`config.mk`:
```
export PLATFORM = sky130hd
export DESIGN_NAME = sync_length_crc_frame_decoder_unit
export DESIGN_NICKNAME = d
export VERILOG_FILES = /design/src/rtl/core/slcfd_pkg.sv /design/src/rtl/core/sync_length_crc_frame_decoder_unit.sv /design/src/rtl/core/slcfd_decode.sv
export SDC_FILE = /design/constraint.sdc
export NUM_CORES = 1
export LEC_CHECK = 0
export BUFFER_PORTS_ARGS = -buffer_cell sky130_fd_sc_hd__buf_4
export CAP_MARGIN = 20
export CORE_ASPECT_RATIO = 0.5
export CORE_MARGIN = 2
export CORE_UTILIZATION = 60
export DETAILED_ROUTE_END_ITERATION = 8
export PLACE_DENSITY = 0.88
export RECOVER_POWER = 50
export SLEW_MARGIN = 20
export SYNTH_ARGS = -nofsm -noshare
export SYNTH_HDL_FRONTEND = slang
export SYNTH_SLANG_ARGS = --single-unit
```
`constraint.sdc`:
```
create_clock -name clock -period 10.7 [get_ports clock]
set_clock_uncertainty 0.15 [all_clocks]
set_input_delay 1.605 -clock clock [delete_from_list [all_inputs] [get_ports clock]]
set_output_delay 1.605 -clock clock [all_outputs]
set_load 0.02 [all_outputs]
```
`src/rtl/core/slcfd_pkg.sv`:
```
package slcfd_pkg;

   localparam logic [15:0] SYNC_RESET = 16'hA55A;
   localparam logic [15:0] CRC_INIT   = 16'hFFFF;
   localparam logic [15:0] CRC_POLY   = 16'h1021;
   localparam logic [15:0] CRC_TOP    = 16'h8000;
   localparam logic [15:0] MIN_LENGTH = 16'd3;

   localparam logic [2:0] PH_HUNT    = 3'd0;
   localparam logic [2:0] PH_LEN_HI  = 3'd1;
   localparam logic [2:0] PH_LEN_LO  = 3'd2;
   localparam logic [2:0] PH_TYPE    = 3'd3;
   localparam logic [2:0] PH_PAYLOAD = 3'd4;
   localparam logic [2:0] PH_CRC_HI  = 3'd5;
   localparam logic [2:0] PH_CRC_LO  = 3'd6;

   typedef struct packed {
      logic [2:0]  phase;
      logic [7:0]  prev_byte;
      logic        prev_valid;
      logic [15:0] inner_length;
      logic [15:0] bytes_left;
      logic [7:0]  held_type;
      logic [15:0] running_crc;
      logic [7:0]  crc_high_byte;
   } dec_state_type;

   typedef struct packed {
      logic        valid;
      logic [7:0]  data;
      logic [7:0]  frame_type;
      logic        is_end;
      logic        crc_ok;
      logic [15:0] payload_len;
   } dec_result_type;

   localparam dec_state_type STATE_RESET = '{
      phase:         PH_HUNT,
      prev_byte:     8'd0,
      prev_valid:    1'b0,
      inner_length:  16'd0,
      bytes_left:    16'd0,
      held_type:     8'd0,
      running_crc:   CRC_INIT,
      crc_high_byte: 8'd0
   };

   // CRC-16-CCITT, MSB first, one byte: eight shift steps on a 16-bit value.
   function automatic logic [15:0] crc_byte(input logic [15:0] crc, input logic [7:0] b);
      logic [15:0] c;
      c = crc ^ {b, 8'd0};
      for (int i = 0; i < 8; i++) begin
         if ((c & CRC_TOP) != 16'd0) begin
            c = {c[14:0], 1'b0} ^ CRC_POLY;
         end else begin
            c = {c[14:0], 1'b0};
         end
      end
      return c;
   endfunction

endpackage

```
`src/rtl/core/sync_length_crc_frame_decoder_unit.sv`:
```
// Sync word, length and CRC-16 frame decoder.
//
// The request channel carries one received byte per item (req_in_byte). The
// decoder hunts for the two-byte sync word held in the csr_ register, reads
// a big-endian inner length, the type byte, the payload and a big-endian
// CRC-16-CCITT over type and payload. Every payload byte leaves at once as
// a response item with rsp_is_end low; the second CRC byte produces a final
// item with rsp_is_end high, rsp_crc_ok and rsp_payload_len. Downstream is
// expected to discard a frame whose end item has rsp_crc_ok low. Bytes that
// fall outside a frame produce no item.
//
// Each response item is registered as its byte is accepted. One item is
// accepted every cycle while req_stall is low; the CRC update is a single
// unrolled byte step, so only req_stall limits the rate. When the receiver
// stalls, the response register holds its item and a one-entry skid
// register takes one more result; req_stall rises only when that skid entry
// is occupied. Synchronous reset returns the decoder to the hunt with an
// empty window, empties both output registers and restores the default sync
// word. The sync word should only be written while idle.
module sync_length_crc_frame_decoder_unit
   import slcfd_pkg::*;
(
   input  logic        clock,
   input  logic        reset,
   input  logic        req_valid,
   output logic        req_stall,
   input  logic [7:0]  req_in_byte,
   output logic        rsp_valid,
   input  logic        rsp_stall,
   output logic [7:0]  rsp_data,
   output logic [7:0]  rsp_frame_type,
   output logic        rsp_is_end,
   output logic        rsp_crc_ok,
   output logic [15:0] rsp_payload_len,
   input  logic        csr_write_enable,
   input  logic [15:0] csr_write_data
);

   logic [15:0]    sync_ff;
   dec_state_type  state_ff;
   dec_state_type  state_in;
   dec_result_type result;
   dec_result_type out_ff;
   dec_result_type out_in;
   dec_result_type skid_ff;
   dec_result_type skid_in;
   logic           accept;
   logic           out_free;

   slcfd_decode u_decode (
      .state    (state_ff),
      .sync_word(sync_ff),
      .in_byte  (req_in_byte),
      .state_in (state_in),
      .result   (result)
   );

   // A new byte is refused only while the skid entry is full.
   assign req_stall = skid_ff.valid;
   assign accept    = req_valid && !req_stall;
   assign out_free  = !out_ff.valid || !rsp_stall;

   always_comb begin
      out_in  = out_ff;
      skid_in = skid_ff;
      if (out_free) begin
         if (skid_ff.valid) begin
            out_in        = skid_ff;
            skid_in.valid = 1'b0;
         end else begin
            out_in       = result;
            out_in.valid = accept && result.valid;
         end
      end else if (accept && result.valid) begin
         // The response register is held by the receiver: park the result.
         skid_in = result;
      end
   end

   always_ff @(posedge clock) begin
      if (reset) begin
         sync_ff       <= SYNC_RESET;
         state_ff      <= STATE_RESET;
         out_ff.valid  <= 1'b0;
         skid_ff.valid <= 1'b0;
      end else begin
         if (csr_write_enable) begin
            sync_ff <= csr_write_data;
         end
         if (accept) begin
            state_ff <= state_in;
         end
         out_ff.valid  <= out_in.valid;
         skid_ff.valid <= skid_in.valid;
      end
      // Payload parts of the output registers carry no reset.
      out_ff.data         <= out_in.data;
      out_ff.frame_type   <= out_in.frame_type;
      out_ff.is_end       <= out_in.is_end;
      out_ff.crc_ok       <= out_in.crc_ok;
      out_ff.payload_len  <= out_in.payload_len;
      skid_ff.data        <= skid_in.data;
      skid_ff.frame_type  <= skid_in.frame_type;
      skid_ff.is_end      <= skid_in.is_end;
      skid_ff.crc_ok      <= skid_in.crc_ok;
      skid_ff.payload_len <= skid_in.payload_len;
   end

   assign rsp_valid       = out_ff.valid;
   assign rsp_data        = out_ff.data;
   assign rsp_frame_type  = out_ff.frame_type;
   assign rsp_is_end      = out_ff.is_end;
   assign rsp_crc_ok      = out_ff.crc_ok;
   assign rsp_payload_len = out_ff.payload_len;

   // The skid entry is only ever filled behind a held response.
   assert property (@(posedge clock) disable iff (reset) skid_ff.valid |-> out_ff.valid)
      else $error("skid entry occupied while response register empty");

   assert property (@(posedge clock) disable iff (reset)
      $rose(skid_ff.valid) |-> $past(out_ff.valid && rsp_stall))
      else $error("skid entry filled without a stalled response");

   // The payload phase is entered and kept only while bytes remain.
   assert property (@(posedge clock) disable iff (reset)
      (state_ff.phase == PH_PAYLOAD) |-> (state_ff.bytes_left != 16'd0))
      else $error("payload phase with no bytes left");

   // An end item always follows a second CRC byte and returns to the hunt.
   assert property (@(posedge clock) disable iff (reset)
      (accept && state_ff.phase == PH_CRC_LO)
         |=> (state_ff.phase == PH_HUNT && !state_ff.prev_valid))
      else $error("frame end did not restart the hunt");

endmodule

```
`src/rtl/core/slcfd_decode.sv`:
```
module slcfd_decode
   import slcfd_pkg::*;
(
   input  dec_state_type  state,
   input  logic [15:0]    sync_word,
   input  logic [7:0]     in_byte,
   output dec_state_type  state_in,
   output dec_result_type result
);

   logic [15:0] length_full;
   logic [15:0] window;

   assign length_full = {state.inner_length[15:8], in_byte};
   assign window      = {state.prev_byte, in_byte};

   always_comb begin
      state_in = state;
      result   = '0;
      unique case (state.phase)
         PH_LEN_HI: begin
            state_in.inner_length = {in_byte, 8'd0};
            state_in.phase        = PH_LEN_LO;
         end
         PH_LEN_LO: begin
            state_in.inner_length = length_full;
            if (length_full < MIN_LENGTH) begin
               // Short length: the length bytes themselves re-enter the hunt.
               if (length_full == sync_word) begin
                  state_in.phase      = PH_LEN_HI;
                  state_in.prev_valid = 1'b0;
               end else begin
                  state_in.phase      = PH_HUNT;
                  state_in.prev_byte  = in_byte;
                  state_in.prev_valid = 1'b1;
               end
            end else begin
               state_in.bytes_left  = length_full - MIN_LENGTH;
               state_in.running_crc = CRC_INIT;
               state_in.phase       = PH_TYPE;
            end
         end
         PH_TYPE: begin
            state_in.held_type   = in_byte;
            state_in.running_crc = crc_byte(state.running_crc, in_byte);
            state_in.phase       = (state.bytes_left != 16'd0) ? PH_PAYLOAD : PH_CRC_HI;
         end
         PH_PAYLOAD: begin
            state_in.running_crc = crc_byte(state.running_crc, in_byte);
            state_in.bytes_left  = state.bytes_left - 16'd1;
            if (state.bytes_left == 16'd1) begin
               state_in.phase = PH_CRC_HI;
            end
            result.valid      = 1'b1;
            result.data       = in_byte;
            result.frame_type = state.held_type;
         end
         PH_CRC_HI: begin
            state_in.crc_high_byte = in_byte;
            state_in.phase         = PH_CRC_LO;
         end
         PH_CRC_LO: begin
            result.valid       = 1'b1;
            result.frame_type  = state.held_type;
            result.is_end      = 1'b1;
            result.crc_ok      = ({state.crc_high_byte, in_byte} == state.running_crc);
            result.payload_len = state.inner_length - MIN_LENGTH;
            state_in.phase      = PH_HUNT;
            state_in.prev_valid = 1'b0;
         end
         default: begin
            // Hunt, and any unused phase code, slides the two-byte window.
            if (state.prev_valid && (window == sync_word)) begin
               state_in.phase      = PH_LEN_HI;
               state_in.prev_valid = 1'b0;
            end else begin
               state_in.phase      = PH_HUNT;
               state_in.prev_byte  = in_byte;
               state_in.prev_valid = 1'b1;
            end
         end
      endcase
   end

endmodule

```
==> impl_metrics.csv, run 1 <==
group,metric,value,unit
routing,post_drt_wl_per_cell,18.81,um
setup_path,r2r-start,"state_ff[75]$_SDFFE_PP0P_",
sta,worst_slack,5.963,ns
layout,filler_cell_count,918,
layout,post-route-util,70.30,%
clock_network,cts_max_path_buffers,2,
clock_network,clock_latency_of_the_later_clocked_register_in_the_worst_skew_pair,0.44,ns
global_route,antenna_found_initial,0,
clock_network,postCtsResizedCells,0,
setup_path,r2r_cells,7,
die,die_y,86.19,um
routing,via_per_inst,6.197,
layout,layout-area-overhead-vs-synth,12.04,%
routing,totalWireLength,19.34,mm
sta,worst_pin_slew,3.920,ns
logic_synthesis,synth-edff-count,68,
die,count_of_pins_on_the_block_boundary,65,
flow_run,cap_viol_max_count,2,
worst_hold_path,timing.hold.worst.class,"register to register",
logic_synthesis,ys.warnings.count,0,
logic_synthesis,netlist_top_cells_area,"edfxtp_1 (25%), dfxtp_1 (23%), xor2_1 (5.9%)",
setup_path,worst_ep_arrival_time,4.90,ns
layout,nNetsFinal,879,
clock_network,cts_htree_levels,4,
setup_path,worst-path-max-fanout,95,
run_status,violations_in_the_final_reports,"capacitance limit, slew limit",
layout,stdcell_area,0.009081,mm^2
routing,detailedRoute.firstIterationViolations,658,
clock_network,clock_tree.root_cell,"clkbuf_16",
logic_synthesis,synth_largest_area_cell,"edfxtp_1",
worst_hold_path,min_to,"state_ff[40]$_SDFFE_PP0P_",
power,cellLeakagePower,3.373,nW
sta,crit_share_post_route,44.27,%
logic_synthesis,synthesis.instances,818,
worst_hold_path,hold_critical_path_depth,2,
setup_path,ff2ff_setup_slack,6.96,ns
sta,rsz0062_at_grt,"false",
logic_synthesis,syn_area,0.008105,mm^2
routing,drt_pre_antenna_iters,7,
sta,worst_hold_margin,0.3092,ns
logic_synthesis,share_of_the_synthesized_area_in_the_top_cell_type,25.19,%
global_route,grt_pass1_wl,31.30,mm
placed_design,gp_congestion,0.8958,
layout,seqCellArea,0.003925,mm^2
die,core_area,0.01292,mm^2
clock_network,cts-hold-fix-buffers,0,
placed_design,placement.setup.worst_slack,6.825,ns
setup_path,critPathCaptureType,"register",
placed_design,numPortBuffers,64,
setup_path,path_class,"input pin to register",
power,peak_supply_drop,0.1007,mV
power,power.density_cell_area,153.1,mW/mm^2
logic_synthesis,fraction_of_the_yosys_area_taken_by_sequential_cells,48.41,%
logic_synthesis,asr_flop_ratio_synth,0,%
logic_synthesis,ys_types,67,
global_route,grt-ovfl-total,0,
global_route,grt_pass1_vias,6105,
global_route,largest_net_degree_at_the_start_of_global_routing,96,
setup_path,r2r-end,"state_ff[34]$_SDFFE_PP0P_",
die,dieArea,0.01451,mm^2
routing,dr_total_vias,6371,
run_status,run_status,"finished with violations",
layout,multi_input_area,0.003869,mm^2
setup_path,critical_path.startpoint_type,"input pin",
sta,final-max-slew-violation-count,134,
clock_network,tritoncts.num_buffers,17,
die,core.rowCount,29,
logic_synthesis,syn_avg_cell_area,9.909,um^2
setup_path,crit_required,10.86,ns
die,floorplan.initialDensity,62.75,%
sta,timing.final.crit_period,4.737,ns
worst_hold_path,min-delay-start,"state_ff[40]$_SDFFE_PP0P_",
clock_network,tritoncts_clock_tree,"built",
clock_network,tritoncts_num_sinks,162,
sta,finalHoldViolations,0,
layout,n_antenna_cell,0,
logic_synthesis,postSynthNetCount,852,
sta,final.setup.tns,0,ns
routing,drc,0,
clock_network,clkTransAtPathRegs,0.06,ns
sta,achievable-frequency,211.1,MHz
sta,setup-violations-final,0,
die,die-width,168.4,um
sta,max-slew-margin-rel,-161.3,%
logic_synthesis,yosys_register_bits,162,
placed_design,total_placed_instance_area,0.008564,mm^2
routing,final_antenna_net_count,0,
logic_synthesis,synth_ff_type,"dfxtp_1",
clock_network,post_cts.repair.setup_buffers,0,
layout,share_of_post_route_cells_with_drive_strength_above_1,15.03,%
global_route,global_route.usage.total,27.73,%
placed_design,dp.final_hpwl,12.37,mm
report_power, final:
part           switching [mW]  leakage [nW]  total (mW)  internal, mW
registers              0.0140          1.54       0.663         0.649
clock network           0.257         0.275       0.604         0.348
logic                  0.0755          1.56       0.123        0.0476
total                   0.346          3.37        1.39          1.04
cell type report:
cell class	instances	share of cell area, %
sequential	162	43.22
clock buffer	19	4.767
timing repair buffer	70	5.249
tap	170	2.342
multi-input combinational	590	42.60
inverter	4	0.1653
clock inverter	13	1.653
flip-flops by register name, summed over array words and instances (netlist names):
signal           cells
skid_ff             34
req_stall            1
rsp_is_end           1
rsp_crc_ok           1
rsp_payload_len     16
rsp_frame_type       8
rsp_data             8
state_ff            76
sync_ff             16
rsp_valid            1
worst max-delay path by stage:
stage | from | slack (ns) | end
6_report | reset | 5.96 | state_ff[47]$_SDFFE_PP0P_
5_1_grt | reset | 5.68 | state_ff[45]$_SDFFE_PP0P_
4_1_cts | req_stall$_SDFFE_PP0P_ | 7.16 | req_stall
3_5_place_dp | req_in_byte[1] | 6.83 | state_ff[34]$_SDFFE_PP0P_
3_3_place_gp | req_in_byte[1] | 6.96 | state_ff[35]$_SDFFE_PP0P_
2_1_floorplan | rsp_stall | 6.18 | skid_ff[0]$_DFFE_PP_
cell usage after synthesis (3+ instances only):
cell type and number:
inv_1 4, o21ai_1 27, o21ai_0 17, nor2_1 61, buf_4 5, nand3_1 47, o31a_1 3, xor2_1 55
mux2_2 18, mux2i_1 16, nor2b_1 13, ha_1 5, nor3_2 3, a21oi_1 55, and2_1 18, nor3_1 16
dfxtp_1 94, a22oi_1 7, edfxtp_1 68, nor4_4 4, buf_1 3, o31ai_1 13, xnor2_1 34, clkbuf_1 34
a211o_1 9, nor4_1 12, nand2b_1 19, buf_2 19, nand3b_1 5, nand2_1 69, nand4_1 4, o22ai_1 13
and3_1 3
cells by family (layout without fill, tap and decap cells):
family          Yosys count  count (layout)  synth area share [%]
flops                   162             162                 48.41
mux                      34              34                 4.477
compound gates          165             165                 13.29
simple gates            296             296                 19.56
buf+inv                  66             106                 3.674
fa+ha+maj                 5               5                0.7718
xor+xnor                 90              90                 9.818
cells in the final DEF (no fill, tap or decap), drive strengths merged, types with 3 or more instances in the layout:
cell	Yosys	final
a211o	9	9
a211oi	4	4
a21oi	56	56
a22oi	7	7
and2	18	18
and3	3	3
and4	3	3
buf	28	56
clkbuf	34	33
clkinv	0	3
clkinvlp	0	3
dfxtp	94	94
edfxtp	68	68
ha	5	5
inv	4	9
mux2	18	18
mux2i	16	16
nand2	69	69
nand2b	19	19
nand3	48	48
nand3b	5	5
nand4	4	4
nor2	62	62
nor2b	13	13
nor3	19	19
nor3b	3	3
nor4	17	17
o21ai	46	46
o22ai	13	13
o31a	3	3
o31ai	15	15
or4	4	4
xnor2	34	34
xor2	56	56
worst max-delay path, stage by stage:
cell and delay (ns):
clkbuf_1 2.72, nand2b_1 0.45, o21ai_1 0.11
metal layers:
metal	vias to the layer above	wire length (um)	track usage (%)
li1	2962	-	-
met1	2997	8624	38.50
met2	358	8320	41.90
met3	54	1899	7.808
met4	0	497	10.34
met5	-	0	0
through the flow:
stage | instances | power (mW)
floorplan | 818 | 0.7605
global placement | 996 | 0.7900
detailed placement | 996 | 0.7943
CTS | 1028 | 1.392
global route | 1028 | 1.432
finish | 1028 | 1.390
Note: power is estimated with default switching activity, not from simulation.
==> inputs of run 2 (changes only) <==
--- a/config.mk
+++ b/config.mk
@@ -9,9 +9,9 @@
 export CAP_MARGIN = 20
 export CORE_ASPECT_RATIO = 0.5
 export CORE_MARGIN = 2
-export CORE_UTILIZATION = 60
+export CORE_UTILIZATION = 54
 export DETAILED_ROUTE_END_ITERATION = 8
-export PLACE_DENSITY = 0.88
+export PLACE_DENSITY = 0.84
 export RECOVER_POWER = 50
 export SLEW_MARGIN = 20
 export SYNTH_ARGS = -nofsm -noshare
==> constraint.sdc (replaced) <==
create_clock -name clock -period 3.8 [get_ports clock]
set_clock_uncertainty 0.15 [all_clocks]
set_input_delay 0.57 -clock clock [delete_from_list [all_inputs] [get_ports clock]]
set_output_delay 0.57 -clock clock [all_outputs]
set_load 0.02 [all_outputs]
==> impl_metrics.csv, run 2 (synthesis gave the netlist of run 1 again) <==
group,metric,value,unit
setup_path,critPathCaptureType,"register",
sta,rsz0062_at_grt,"false",
clock_network,cts_htree_levels,4,
clock_network,cts-hold-fix-buffers,0,
power,share_clk_of_total_power,43.1,%
setup_path,r2r-start,"state_ff[75]$_SDFFE_PP0P_",
die,floorplan.initialDensity,55.58,%
die,core.rowCount,31,
sta,setup-violations-final,0,
sta,final.setup.tns,0,ns
setup_path,critical_path.startpoint_type,"register",
die,core_area,0.01458,mm^2
clock_network,clock_latency_of_the_later_clocked_register_in_the_worst_skew_pair,0.42,ns
power,power_switching_share,25.68,%
setup_path,critical-path-slowest-cell,"dfxtp_1",
layout,filler_cell_count,1236,
layout,max_ffs_per_register,76,
routing,via_per_inst,5.827,
worst_hold_path,min-delay-start,"csr_write_data[15]",
global_route,grt-ovfl-total,0,
run_status,run_status,"finished with violations",
sta,final-max-slew-violation-count,81,
global_route,largest_net_degree_at_the_start_of_global_routing,55,
setup_path,critical_path.startpoint,"state_ff[75]$_SDFFE_PP0P_",
worst_hold_path,min_to,"sync_ff[15]$_SDFFE_PP1P_",
clock_network,clkTransAtPathRegs,0.07,ns
routing,totalWireLength,18.55,mm
clock_network,cts_max_path_buffers,2,
layout,layout-area-overhead-vs-synth,11.58,%
global_route,grt_pass1_wl,29.53,mm
sta,max-slew-margin-rel,-27.85,%
placed_design,dp.final_hpwl,12.10,mm
clock_network,tritoncts_clock_tree,"built",
setup_path,r2r_cells,6,
layout,nNetsFinal,882,
layout,n_antenna_cell,0,
clock_network,tritoncts.num_buffers,17,
setup_path,ff2ff_setup_slack,0.82,ns
power,p_sw,0.9956,mW
routing,drt_pre_antenna_iters,5,
power,cellLeakagePower,3.283,nW
setup_path,path_class,"register to register",
layout,top_regs,"state_ff (76), skid_ff (34)",
die,die-width,177.3,um
sta,worst_pin_slew,1.918,ns
layout,max_flop_register,"state_ff",
setup_path,critical-path-max-stage-delay,0.82,ns
setup_path,worst-path-max-fanout,26,
setup_path,r2r-end,"state_ff[19]$_SDFFE_PP1P_",
setup_path,worstPathCellList,"or3b_1, o211ai_1, o211a_1, nand3_1, o21ai_1, nand2b_1",
placed_design,gp_congestion,0.8835,
sta,crit_share_post_route,78.40,%
layout,layout_common_cells,"dfxtp_1 (93), nand2_1 (69), edfxtp_1 (68)",
routing,drc,0,
worst_hold_path,timing.hold.worst.class,"input pin to register",
power,power.density_cell_area,428.7,mW/mm^2
power,power.sequential.fraction,48.1,%
clock_network,clock_tree.root_cell,"clkbuf_16",
global_route,grt_pass1_vias,5712,
sta,finalHoldViolations,0,
clock_network,post_cts.repair.setup_buffers,0,
routing,post_drt_wl_per_cell,17.51,um
layout,post-route-util,62.01,%
setup_path,crit_required,3.96,ns
worst_hold_path,hold_critical_path_depth,2,
run_status,violations_in_the_final_reports,"capacitance limit, slew limit",
clock_network,tritoncts_num_sinks,162,
power,p_comb_share,8.8,%
layout,most_frequent_standard_cell_in_the_layout_excluding_fill_and_tap_cells,"dfxtp_1",
routing,final_antenna_net_count,0,
die,die_y,90.63,um
routing,detailedRoute.firstIterationViolations,539,
flow_run,cap_viol_max_count,2,
die,dieArea,0.01607,mm^2
power,peak_supply_drop,0.2690,mV
power,cellInternalPower,2.881,mW
sta,achievable-frequency,335.6,MHz
global_route,global_route.usage.total,23.52,%
clock_network,postCtsResizedCells,0,
layout,share_of_post_route_cells_with_drive_strength_above_1,12.89,%
setup_path,worst_ep_arrival_time,3.14,ns
placed_design,numPortBuffers,64,
global_route,antenna_found_initial,0,
die,count_of_pins_on_the_block_boundary,65,
sta,timing.final.crit_period,2.979,ns
routing,dr_total_vias,6171,
-- run 2: layout make-up --
type,count,area [um^2],share of cell area (%)
clock buffers,18,429.2,4.745
inverters,4,15.01,0.1660
multi-input cells,590,3879,42.89
repair buffers,73,402.9,4.455
flip-flops and latches,162,3925,43.40
well taps,198,247.7,2.739
clock inverters,14,145.1,1.605
-- run 2: power groups by stage --
stage / clock, mW / combinational (mW) / sequential, mW
finish: 1.67 / 0.342 / 1.86
global route: 1.78 / 0.372 / 1.87
CTS: 1.69 / 0.339 / 1.86
detailed placement: 0 / 0.336 / 1.90
global placement: 0 / 0.329 / 1.90
floorplan: 0 / 0.258 / 1.88
-- run 2: how the worst max path moves through the flow --
stage,slack [ns],endpoint,depth (start not counted)
finish,0.82,state_ff[19]$_SDFFE_PP1P_,6
global placement,0.92,state_ff[17]$_SDFFE_PP1P_,6
CTS,0.84,state_ff[19]$_SDFFE_PP1P_,6
global route,0.55,skid_ff[5]$_DFFE_PP_,5
detailed placement,0.85,state_ff[19]$_SDFFE_PP1P_,6
floorplan,0.31,skid_ff[0]$_DFFE_PP_,2
-- run 2: critical path, delay by kind of cell (launching register included) --
family             cells  cell delay [ns]
DFF                    1             0.82
AOI/OAI and AO/OA      3             0.89
and+or+nand+nor        3             1.00
-- run 2: stage by stage --
step           setup WS [ns]  hold slack, ns  instance area, um^2  power [mW]  instances
3_3_place_gp          0.9212          0.2905                 8622       2.229       1027
3_5_place_dp          0.8460          0.3035                 8622       2.237       1027
6_report              0.8207          0.1913                 9044       3.877       1059
5_1_grt               0.5475          0.1774                 9044       4.014       1059
2_1_floorplan         0.3138          0.2860                 8105       2.141        818
4_1_cts               0.8427          0.1842                 9196       3.895       1059
-- run 2: layer usage --
| metal | vias to the layer above | track usage, % | wire length, um |
|---|---|---|---|
| li1 | 2974 | - | - |
| met1 | 2936 | 33.71 | 8599 |
| met2 | 227 | 35.57 | 8297 |
| met3 | 34 | 4.714 | 1317 |
| met4 | 0 | 7.992 | 332 |
| met5 | - | 0 | 0 |
